<file path="src/sv/kpeq_pkg.sv">
// shared types, constants and helpers of the key press event queue
package kpeq_pkg;

  localparam int unsigned KEY_COUNT        = 4;
  localparam int unsigned QUEUE_LAST_INDEX = 15;
  localparam int unsigned PTR_W            = $clog2(QUEUE_LAST_INDEX + 1);
  localparam int unsigned KEY_IDX_W        = (KEY_COUNT > 1) ? $clog2(KEY_COUNT) : 1;

  localparam logic [7:0] CODE_BASE = 8'd48;
  localparam logic [4:0] MAX_READ  = 5'd16;

  typedef logic [PTR_W-1:0] ptr_t;

  typedef enum logic [1:0] {
    KIND_SCAN  = 2'd0,
    KIND_CODE  = 2'd1,
    KIND_EMPTY = 2'd2
  } kpeq_kind_e;

  typedef enum logic [1:0] {
    ST_IDLE,
    ST_SCAN,
    ST_READ
  } kpeq_state_e;

  typedef struct packed {
    logic       command;
    logic [3:0] keys_pressed;
    logic [4:0] read_count;
  } kpeq_req_t;

  typedef struct packed {
    kpeq_kind_e kind;
    logic [7:0] key_code;
    logic [2:0] queued_count;
    logic       last;
  } kpeq_res_t;

  // scan token walking down the row of key cells
  typedef struct packed {
    logic                 valid;
    logic [KEY_COUNT-1:0] keys;
    logic [KEY_IDX_W-1:0] idx;
    logic [2:0]           count;
  } kpeq_tok_t;

  typedef struct packed {
    logic                 valid;
    logic [KEY_IDX_W-1:0] idx;
  } kpeq_push_t;

  typedef struct packed {
    logic                 valid;
    logic                 empty;
    logic                 last;
    logic [KEY_IDX_W-1:0] idx;
  } kpeq_pop_t;

  function automatic ptr_t next_slot(ptr_t p);
    ptr_t n;
    if (p == ptr_t'(QUEUE_LAST_INDEX)) begin
      n = '0;
    end else begin
      n = p + ptr_t'(1);
    end
    return n;
  endfunction

endpackage

</file>
<file path="src/sv/key_press_event_queue_unit.sv">
// top level of the key press event queue: command control and result register
//
// usage: a request is taken at a rising edge with start high and busy low.
// req_i.command selects a scan (0) or a read (1). results appear on res_o
// for exactly one cycle each, marked by res_strobe_o; the receiver cannot
// stall them and must take every one.
// scan: the token walks the row of key cells, one key per cycle, pushing
// codes of newly pressed keys into the ring queue. one result of kind scan
// follows once the token has left the last cell and passed the result
// register; busy drops in the same cycle as that result appears.
// read: pops up to min(read_count, 16) codes, one per cycle; each code passes
// the store read register and the result register, and busy drops with the
// last one. an empty read gives one result of kind empty. the pace is set
// by the single read port of the code store.
// reset: all keys count as released, the queue is empty, no result pending.
// the store itself is not cleared; the pointers never reach an unwritten slot.
module key_press_event_queue_unit (
  input  logic                clk_i,
  input  logic                rst_ni,
  input  logic                start,
  output logic                busy,
  input  kpeq_pkg::kpeq_req_t req_i,
  output logic                res_strobe_o,
  output kpeq_pkg::kpeq_res_t res_o
);
  import kpeq_pkg::*;

  kpeq_state_e state_q, state_d;
  logic        scan_go, read_go;

  kpeq_tok_t   tok0_q;
  kpeq_tok_t   tok  [KEY_COUNT+1];
  kpeq_push_t  cell_push [KEY_COUNT];
  kpeq_push_t  push;
  kpeq_pop_t   pop;
  ptr_t        wptr, rptr;

  kpeq_res_t   res_q, res_d;
  logic        strobe_q, strobe_d;
  logic        scan_done, read_done;

  assign tok[0] = tok0_q;

  for (genvar g = 0; g < KEY_COUNT; g++) begin : g_cell
    kpeq_key_cell u_cell (
      .clk_i  (clk_i),
      .rst_ni (rst_ni),
      .tok_i  (tok[g]),
      .wptr_i (wptr),
      .rptr_i (rptr),
      .tok_o  (tok[g+1]),
      .push_o (cell_push[g])
    );
  end

  // only one cell holds the token at a time
  always_comb begin
    push = '0;
    for (int i = 0; i < KEY_COUNT; i++) begin
      if (cell_push[i].valid) begin
        push = cell_push[i];
      end
    end
  end

  kpeq_code_queue u_queue (
    .clk_i      (clk_i),
    .rst_ni     (rst_ni),
    .push_i     (push),
    .rd_start_i (read_go),
    .rd_want_i  (req_i.read_count),
    .wptr_o     (wptr),
    .rptr_o     (rptr),
    .pop_o      (pop)
  );

  assign scan_done = tok[KEY_COUNT].valid;
  assign read_done = (pop.valid && pop.last) || pop.empty;

  // next state
  always_comb begin
    state_d = state_q;
    unique case (state_q)
      ST_IDLE: begin
        if (start) begin
          state_d = req_i.command ? ST_READ : ST_SCAN;
        end
      end
      ST_SCAN: begin
        if (scan_done) begin
          state_d = ST_IDLE;
        end
      end
      ST_READ: begin
        if (read_done) begin
          state_d = ST_IDLE;
        end
      end
      default: state_d = ST_IDLE;
    endcase
  end

  // control outputs
  always_comb begin
    busy    = (state_q != ST_IDLE);
    scan_go = (state_q == ST_IDLE) && start && !req_i.command;
    read_go = (state_q == ST_IDLE) && start && req_i.command;
  end

  // result register
  always_comb begin
    res_d    = '0;
    strobe_d = 1'b0;
    priority if (scan_done) begin
      strobe_d           = 1'b1;
      res_d.kind         = KIND_SCAN;
      res_d.queued_count = tok[KEY_COUNT].count;
      res_d.last         = 1'b1;
    end else if (pop.valid) begin
      strobe_d       = 1'b1;
      res_d.kind     = KIND_CODE;
      res_d.key_code = CODE_BASE + 8'(pop.idx);
      res_d.last     = pop.last;
    end else if (pop.empty) begin
      strobe_d   = 1'b1;
      res_d.kind = KIND_EMPTY;
      res_d.last = 1'b1;
    end else begin
      strobe_d = 1'b0;
    end
  end

  always_ff @(posedge clk_i or negedge rst_ni) begin
    if (!rst_ni) begin
      state_q  <= ST_IDLE;
      tok0_q   <= '0;
      strobe_q <= 1'b0;
      res_q    <= '0;
    end else begin
      state_q      <= state_d;
      tok0_q.valid <= scan_go;
      tok0_q.keys  <= req_i.keys_pressed[KEY_COUNT-1:0];
      tok0_q.idx   <= '0;
      tok0_q.count <= '0;
      strobe_q     <= strobe_d;
      res_q        <= res_d;
    end
  end

  assign res_strobe_o = strobe_q;
  assign res_o        = res_q;

  a_accept_busy: assert property (@(posedge clk_i) disable iff (!rst_ni)
    (start && !busy) |=> busy)
    else $error("request taken but block not busy");

  a_scan_no_pop: assert property (@(posedge clk_i) disable iff (!rst_ni)
    (state_q == ST_SCAN) |-> !(pop.valid || pop.empty))
    else $error("queue output during a scan");

  a_read_no_token: assert property (@(posedge clk_i) disable iff (!rst_ni)
    (state_q == ST_READ) |-> !push.valid)
    else $error("push during a read");

  a_done_idle: assert property (@(posedge clk_i) disable iff (!rst_ni)
    (res_strobe_o && res_o.last) |-> !busy)
    else $error("final result while still busy");

endmodule

</file>
<file path="src/sv/kpeq_key_cell.sv">
// one key cell: release tracking and push decision for one key
module kpeq_key_cell (
  input  logic               clk_i,
  input  logic               rst_ni,
  input  kpeq_pkg::kpeq_tok_t  tok_i,
  input  kpeq_pkg::ptr_t       wptr_i,
  input  kpeq_pkg::ptr_t       rptr_i,
  output kpeq_pkg::kpeq_tok_t  tok_o,
  output kpeq_pkg::kpeq_push_t push_o
);
  import kpeq_pkg::*;

  logic      released_q, released_d;
  kpeq_tok_t tok_q, tok_d;
  logic      full;
  logic      pressed;

  always_comb begin
    pressed = tok_i.keys[0];
    // one slot always stays empty
    full    = (next_slot(wptr_i) == rptr_i);

    push_o.valid = tok_i.valid & pressed & released_q & ~full;
    push_o.idx   = tok_i.idx;

    released_d = tok_i.valid ? ~pressed : released_q;

    tok_d.valid = tok_i.valid;
    tok_d.keys  = tok_i.keys >> 1;
    tok_d.idx   = tok_i.idx + KEY_IDX_W'(1);
    tok_d.count = tok_i.count + 3'(push_o.valid);
  end

  always_ff @(posedge clk_i or negedge rst_ni) begin
    if (!rst_ni) begin
      released_q <= 1'b1;
      tok_q      <= '0;
    end else begin
      released_q <= released_d;
      tok_q      <= tok_d;
    end
  end

  assign tok_o = tok_q;

endmodule

</file>
<file path="src/sv/kpeq_code_queue.sv">
// ring queue of key indices with pointers and the read sequencer
module kpeq_code_queue (
  input  logic                 clk_i,
  input  logic                 rst_ni,
  input  kpeq_pkg::kpeq_push_t push_i,
  input  logic                 rd_start_i,
  input  logic [4:0]           rd_want_i,
  output kpeq_pkg::ptr_t       wptr_o,
  output kpeq_pkg::ptr_t       rptr_o,
  output kpeq_pkg::kpeq_pop_t  pop_o
);
  import kpeq_pkg::*;

  logic [KEY_IDX_W-1:0] store_q [QUEUE_LAST_INDEX+1];
  logic [KEY_IDX_W-1:0] rd_idx_q;

  ptr_t       wptr_q, rptr_q, rptr_nx;
  logic       active_q;
  logic [4:0] remain_q;
  logic       pop_valid_q, pop_empty_q, pop_last_q;
  logic       pop_go, pop_last_d;

  always_comb begin
    rptr_nx    = next_slot(rptr_q);
    pop_go     = active_q && (remain_q != 5'd0) && (rptr_q != wptr_q);
    pop_last_d = (remain_q == 5'd1) || (rptr_nx == wptr_q);
  end

  always_ff @(posedge clk_i) begin
    if (push_i.valid) begin
      store_q[wptr_q] <= push_i.idx;
    end
  end

  always_ff @(posedge clk_i) begin
    if (pop_go) begin
      rd_idx_q <= store_q[rptr_q];
    end
  end

  always_ff @(posedge clk_i or negedge rst_ni) begin
    if (!rst_ni) begin
      wptr_q      <= '0;
      rptr_q      <= '0;
      active_q    <= 1'b0;
      remain_q    <= '0;
      pop_valid_q <= 1'b0;
      pop_empty_q <= 1'b0;
      pop_last_q  <= 1'b0;
    end else begin
      if (push_i.valid) begin
        wptr_q <= next_slot(wptr_q);
      end
      pop_valid_q <= pop_go;
      pop_empty_q <= active_q & ~pop_go;
      pop_last_q  <= pop_go ? pop_last_d : 1'b1;
      if (rd_start_i) begin
        active_q <= 1'b1;
        remain_q <= (rd_want_i > MAX_READ) ? MAX_READ : rd_want_i;
      end else if (active_q) begin
        if (pop_go) begin
          rptr_q   <= rptr_nx;
          remain_q <= remain_q - 5'd1;
          if (pop_last_d) begin
            active_q <= 1'b0;
          end
        end else begin
          // nothing to give on the first step: empty result
          active_q <= 1'b0;
        end
      end
    end
  end

  assign wptr_o      = wptr_q;
  assign rptr_o      = rptr_q;
  assign pop_o.valid = pop_valid_q;
  assign pop_o.empty = pop_empty_q;
  assign pop_o.last  = pop_last_q;
  assign pop_o.idx   = rd_idx_q;

  a_no_push_full: assert property (@(posedge clk_i) disable iff (!rst_ni)
    push_i.valid |-> (next_slot(wptr_q) != rptr_q))
    else $error("push into a full queue");

  a_no_push_pop: assert property (@(posedge clk_i) disable iff (!rst_ni)
    pop_go |-> !push_i.valid)
    else $error("push and pop in the same cycle");

  a_mid_pop_active: assert property (@(posedge clk_i) disable iff (!rst_ni)
    (pop_valid_q && !pop_last_q) |-> active_q)
    else $error("read stopped before its last code");

  a_start_idle: assert property (@(posedge clk_i) disable iff (!rst_ni)
    rd_start_i |-> !active_q)
    else $error("read request while a read is running");

endmodule

</file>
<file path="config.mk">
export PLATFORM = sky130hd
export DESIGN_NAME = key_press_event_queue_unit
export DESIGN_NICKNAME = d
export VERILOG_FILES = /design/src/sv/kpeq_pkg.sv /design/src/sv/key_press_event_queue_unit.sv /design/src/sv/kpeq_key_cell.sv /design/src/sv/kpeq_code_queue.sv
export SDC_FILE = /design/constraint.sdc
export NUM_CORES = 1
export LEC_CHECK = 0
export BUFFER_PORTS_ARGS = -buffer_cell sky130_fd_sc_hd__buf_2
export CORE_MARGIN = 2
export CORE_UTILIZATION = 45
export DETAILED_ROUTE_END_ITERATION = 10
export GPL_ROUTABILITY_DRIVEN = 1
export PLACE_DENSITY_LB_ADDON = 0.2
export SKIP_LAST_GASP = 1
export SYNTH_ARGS = -nofsm -noshare
export SYNTH_HDL_FRONTEND = slang
export SYNTH_HIERARCHICAL = 1
export SYNTH_SLANG_ARGS = --single-unit
</file>
<file path="constraint.sdc">
create_clock -name clk_i -period 4.1 [get_ports clk_i]
set_input_delay 0.41 -clock clk_i [delete_from_list [all_inputs] [get_ports clk_i]]
set_output_delay 0.41 -clock clk_i [all_outputs]
set_load 0.02 [all_outputs]
</file>
==> results.toml, run 1 <==
[outcome]
status = "completed"

[sta]
grt_setup_unrepaired = "no"
finalSetupViolCount = 0
min_period_ns = 3.33
post-route-period-util_pct = 81.3
fmax_mhz = 300
worst_pin_slew_ns = 1.12
tns_ns = 0
hold_slack_ns = 0.0432
final_max_slew_viol_count = 0
hold_violations = 0
fin_skew_ns = 0.0175
slew_headroom_pct = 24.7

[cts]
ctsResizeCount = 0
clock-sinks = 99
cts_tree = "done"
cts_buffer_depth = 2
post_cts_buffers = 0
cts_root_buf = "clkbuf_8"
cts_hold_buffers = 0
htree_levels = 3
insertion_delay_ns = 0.38
clk_pin_slew_ns = 0.10
cts_made_buffers = 9

[setup_path]
crit_arrival_ns = 3.38
worstSetupStartpoint = "u_queue/wptr_o[3]$_DFFE_PN0P_"
cp.required_ns = 4.14
r2r-start = "u_queue/wptr_o[3]$_DFFE_PN0P_"
rrSetupSlack_ns = 0.77
crit_fanout = 31
r2r-end = "u_queue/store_q[6][0]$_DFFE_PP_"
cp-start-kind = "flop"
rr_worst_depth = 7
cp-endpoint = "u_queue/store_q[6][0]$_DFFE_PP_"
cp-end-kind = "flop"
path_class = "reg -> reg"

[drt]
totalWireLength_microns = 7780
drtAntennaViolNets = 0
vias = 2719
initialDrtViolationCount = 99
firstDrtPassIters = 4
avgViaCountPerCell = 5.10
remaining_drc_errors = 0
routedWlPerCell_microns = 14.6

[global_routing]
grt_pass1_wl_microns = 13400
overflow = 0
antenna_found_initial = 0
grt_pass1_vias = 2677
grt_max_degree = 37
grt_usage_pct = 15.6

[yosys]
yosys_warnings = 6
avgSynthCellArea_sq_um = 12.6
netlist_instances = 369
syn-cell-area_sq_um = 4660

[layout]
seqCellArea_sq_um = 2650
nNetsFinal = 425
fillCellCount = 926
layout-drive-gt1-share_pct = 15.4
synthToLayoutAreaGrowth_pct = 7.52
num_antenna_cells = 0
multiInputGateArea_sq_um = 1770

[place]
dp_hpwl_microns = 5350
portBuffers = 24
gp_congestion = 0.801

[floorplanning]
ioPinCount = 29
coreArea_sq_um = 10200
die_h_microns = 106
dieWidth_microns = 106
die_area_sq_um = 11200
initial_core_util_pct = 45.8
rows = 37

[pwr]
p_int_mw = 2.10
ir_worst_vdd_v = 0.000277
pwr-share-clk_pct = 17.1
leakage_nw = 2.14
combPwrFrac_pct = 36.4
switching_share_pct = 38.4
seqPwrFrac_pct = 46.5
power_density_nw_per_um2 = 681
p_sw_mw = 1.31

[run]
cap_violations = 0

[hold_path]
worstHoldPathType = "in -> async"
## sequential cells by signal, indices dropped and copies added, names as in the netlist
register and count:
u_queue/remain_q 5, tok 5, res_o 8, g_cell.u_cell/tok_o 28, u_queue/rd_idx_q 2, g_cell.u_cell/released_q 4
u_queue/pop_last_q 1, u_queue/pop_empty_q 1, u_queue/active_q 1, u_queue/wptr_o 4, u_queue/rptr_o 4, state_q 2
u_queue/pop_valid_q 1, res_strobe_o 1, u_queue/store_q 32
## power groups by stage
stage / sequential [mW] / combinational [mW] / clock, mW
detailed placement: 1.61 / 1.24 / 0
finish: 1.59 / 1.24 / 0.584
floorplan: 1.50 / 1.10 / 0
CTS: 1.59 / 1.24 / 0.607
global placement: 1.61 / 1.22 / 0
global route: 1.64 / 1.39 / 0.655
## final cells by class
type | count | share of cell area (%)
Inverter | 22 | 1.65
Timing Repair Buffer | 28 | 3.00
Sequential cell | 99 | 52.9
Multi-Input combinational cell | 232 | 35.4
Tap cell | 136 | 3.40
Clock inverter | 6 | 0.899
Clock buffer | 10 | 2.75
## worst min path at each step
stage | slack [ns] | depth (start not counted) | endpoint
after floorplan | 0.11 | 0 | g_cell[0].u_cell/tok_o[0]$_DFF_PN0_
after global placement | 0.34 | 0 | g_cell[0].u_cell/tok_o[6]$_DFF_PN0_
after detailed placement | 0.33 | 0 | g_cell[1].u_cell/tok_o[6]$_DFF_PN0_
after CTS | 0.04 | 1 | tok[45]$_DFF_PN0_
after global routing | 0.06 | 1 | res_o[2]$_DFF_PN0_
final | 0.04 | 1 | tok[45]$_DFF_PN0_
## through the flow
step                setup slack (ns)  std cells  utilization (%)  instance area [sq um]  total power [mW]
floorplan                       1.17        380                -                   4700              2.60
global placement               0.864        517             47.4                   4830              2.82
detailed placement             0.752        517             47.4                   4830              2.85
CTS                            0.736        533             49.2                   5010              3.44
global route                   0.357        533             49.2                   5010              3.69
finish                         0.767        533             49.2                   5010              3.41
## placed cells by master, fill, tap and decap left out, types with 10 or more instances in the layout
cell type and n:
dfrtp_1 61, edfxtp_1 34, xor2_1 27, buf_2 24, inv_1 21, ha_1 20, nand2_1 17, mux2i_1 13
nor2_1 13, conb_1 12, clkbuf_8 10, xnor2_1 10
## per-layer routing
metal | part of all wire, % | vias up | GRT usage (%)
met1 | 47 | 1327 | 20.4
met5 | 0 | - | 0
met4 | 2.1 | 0 | 6.77
met3 | 3.6 | 13 | 4.08
met2 | 48 | 50 | 24.6
li1 | - | 1329 | -
## worst max-delay path: stages, from the launching register on
cell      delay (ns)
dfrtp_1         0.93
and4b_1         0.28
a311oi_1        0.28
xor2_1          0.10
a21oi_1         0.49
or4_1           0.36
nand2_1         0.18
nor3b_1         0.37
No activity file was read; power rests on OpenSTA's default activity.
==> inputs of run 2 (changes only) <==
==> constraint.sdc (replaced) <==
create_clock -name clk_i -period 3.15 [get_ports clk_i]
set_input_delay 0.315 -clock clk_i [delete_from_list [all_inputs] [get_ports clk_i]]
set_output_delay 0.315 -clock clk_i [all_outputs]
set_load 0.02 [all_outputs]
==> run 2 against run 1 <==
Sequential cell count unchanged; clock skew down 0.0035 ns; largest power group unchanged; global-route usage up 0.79 points; worst setup slack lost 0.54 ns; non-clock buffer count is 9 higher; clock power increased by 50%; worst hold slack got worse by 0.00085 ns.
==> results.toml, run 2 (synthesized netlist as in run 1, its figures left out) <==
[setup_path]
cp_num_cells = 7
cp-start-kind = "flop"
cpLargestDelayFamily = "simple AND/OR/NAND/NOR gates"
crit_fanout = 15
cp.required_ns = 3.19
max_stage_delay_ns = 0.63
rr_worst_depth = 7
crit_path_cell_trace = "and4b_1 > a311oi_1 > xor2_1 > a21oi_1 > or4_1 > nand2b_1 > nor3b_1"
slowest_stage = "dfrtp_1"
path_class = "reg -> reg"
crit_buf_inv = 0
cp-end-kind = "flop"
crit_arrival_ns = 2.96

[global_routing]
grtUsageMet2_pct = 26.1
overflow = 0
grt_pass1_wl_microns = 13800
met3_usage_pct = 5.13
grt_use_met1_pct = 20.6
grt_usage_pct = 16.4
antenna_found_initial = 0
grt_max_degree = 46
top_usage_layer = "met2"
grt_pass1_vias = 2739

[sta]
final_max_slew_viol_count = 0
min_period_ns = 2.93
finalSetupViolCount = 0
tns_ns = 0
grt_setup_unrepaired = "no"
fin_skew_ns = 0.0140
fmax_mhz = 342
post-route-period-util_pct = 92.9
slew_headroom_pct = 36.1
hold_violations = 0
worst_pin_slew_ns = 0.959

[layout]
seqCellArea_sq_um = 2660
layout-drive-gt1-share_pct = 17.2
regMostFlops = "u_queue/store_q"
layout_common_cells = "59 x dfrtp_1, 34 x edfxtp_1, 27 x xor2_1"
finish.instance_area_sq_um = 5110
multiInputGateArea_sq_um = 1770
nNetsFinal = 434
synthToLayoutAreaGrowth_pct = 9.75
fillCellCount = 913
layout_commonest_cell = "dfrtp_1"
largest_register_ffs = 32
num_antenna_cells = 0

[drt]
remaining_drc_errors = 0
firstDrtPassIters = 4
routedWlPerCell_microns = 14.9
totalWireLength_microns = 8070
avgViaCountPerCell = 5.11
vias = 2767
initialDrtViolationCount = 147
drtAntennaViolNets = 0

[floorplanning]
die_area_sq_um = 11200
coreArea_sq_um = 10200
die_h_microns = 106
ioPinCount = 29
dieWidth_microns = 106
rows = 37
initial_core_util_pct = 45.8

[place]
dp_hpwl_microns = 5700
place_area_sq_um = 4900
portBuffers = 24
gp_congestion = 0.811

[pwr]
ir_worst_vdd_v = 0.000364
finalPower_mw = 4.62
power_density_nw_per_um2 = 904
leakage_nw = 2.19

[cts]
clk_pin_slew_ns = 0.09
insertion_delay_ns = 0.38
cts_root_buf = "clkbuf_8"
post_cts_buffers = 0
htree_levels = 3
cts_tree = "done"
cts_made_buffers = 9
cts_hold_buffers = 0
clock-sinks = 99
ctsResizeCount = 0
cts_buffer_depth = 2

[run]
cap_violations = 0

[hold_path]
min_path_cells = 1
worstHoldPathType = "in -> reg"

[outcome]
status = "completed"
==> run 2: power breakdown <==
group / switching [mW] / leakage [nW] / internal [mW] / total (mW)
Sequential: 0.338 / 1.09 / 1.66 / 2.00
Clock: 0.429 / 0.105 / 0.449 / 0.878
Combinational: 0.940 / 0.991 / 0.809 / 1.75
==> run 2: final cells by class <==
cell class                      count  area share (%)
Multi-Input combinational cell    232            34.7
Sequential cell                    99            51.9
Timing Repair Buffer               37            4.26
Tap cell                          136            3.33
Clock buffer                       10            2.50
Inverter                           22            1.61
Clock inverter                      6            1.74
==> run 2: worst register-to-register path, cell delays in order, from the launching register on <==
cell	delay (ns)
dfrtp_1	0.63
and4b_1	0.26
a311oi_1	0.29
xor2_1	0.10
a21oi_1	0.43
or4_1	0.36
nand2b_1	0.18
nor3b_1	0.35
==> run 2: per-stage QoR <==
stage               setup WS, ns  hold slack [ns]  util (%)  instances
detailed placement        0.0768            0.338      48.1        526
CTS                       0.0548           0.0104      50.2        542
floorplan                  0.222           0.0194         -        380
finish                     0.223           0.0424      50.2        542
global route              0.0246          0.00177      50.2        542
global placement           0.259            0.332      48.1        526
==> run 2: routing by layer <==
metal | vias up | routed length, microns
met4 | 0 | 148
met2 | 51 | 3890
met5 | - | 0
met3 | 12 | 375
met1 | 1355 | 3660
li1 | 1349 | -
==> run 2: final timing paths <==
| check | from | endpoint | slack (ns) |
|---|---|---|---|
| max | u_queue/wptr_o[3]$_DFFE_PN0P_ | u_queue/store_q[0][1]$_DFFE_PP_ | 0.22 |
| min | req_i[7] | tok[47]$_DFF_PN0_ | 0.04 |
| max reg2reg | u_queue/wptr_o[3]$_DFFE_PN0P_ | u_queue/store_q[0][1]$_DFFE_PP_ | 0.22 |
| min reg2reg | g_cell[0].u_cell/tok_o[6]$_DFF_PN0_ | g_cell[1].u_cell/tok_o[5]$_DFF_PN0_ | 0.36 |
| max in group asynchronous | rst_ni | u_queue/wptr_o[1]$_DFFE_PN0P_ | 2.32 |
| min in group asynchronous | rst_ni | g_cell[2].u_cell/tok_o[2]$_DFF_PN0_ | 0.09 |
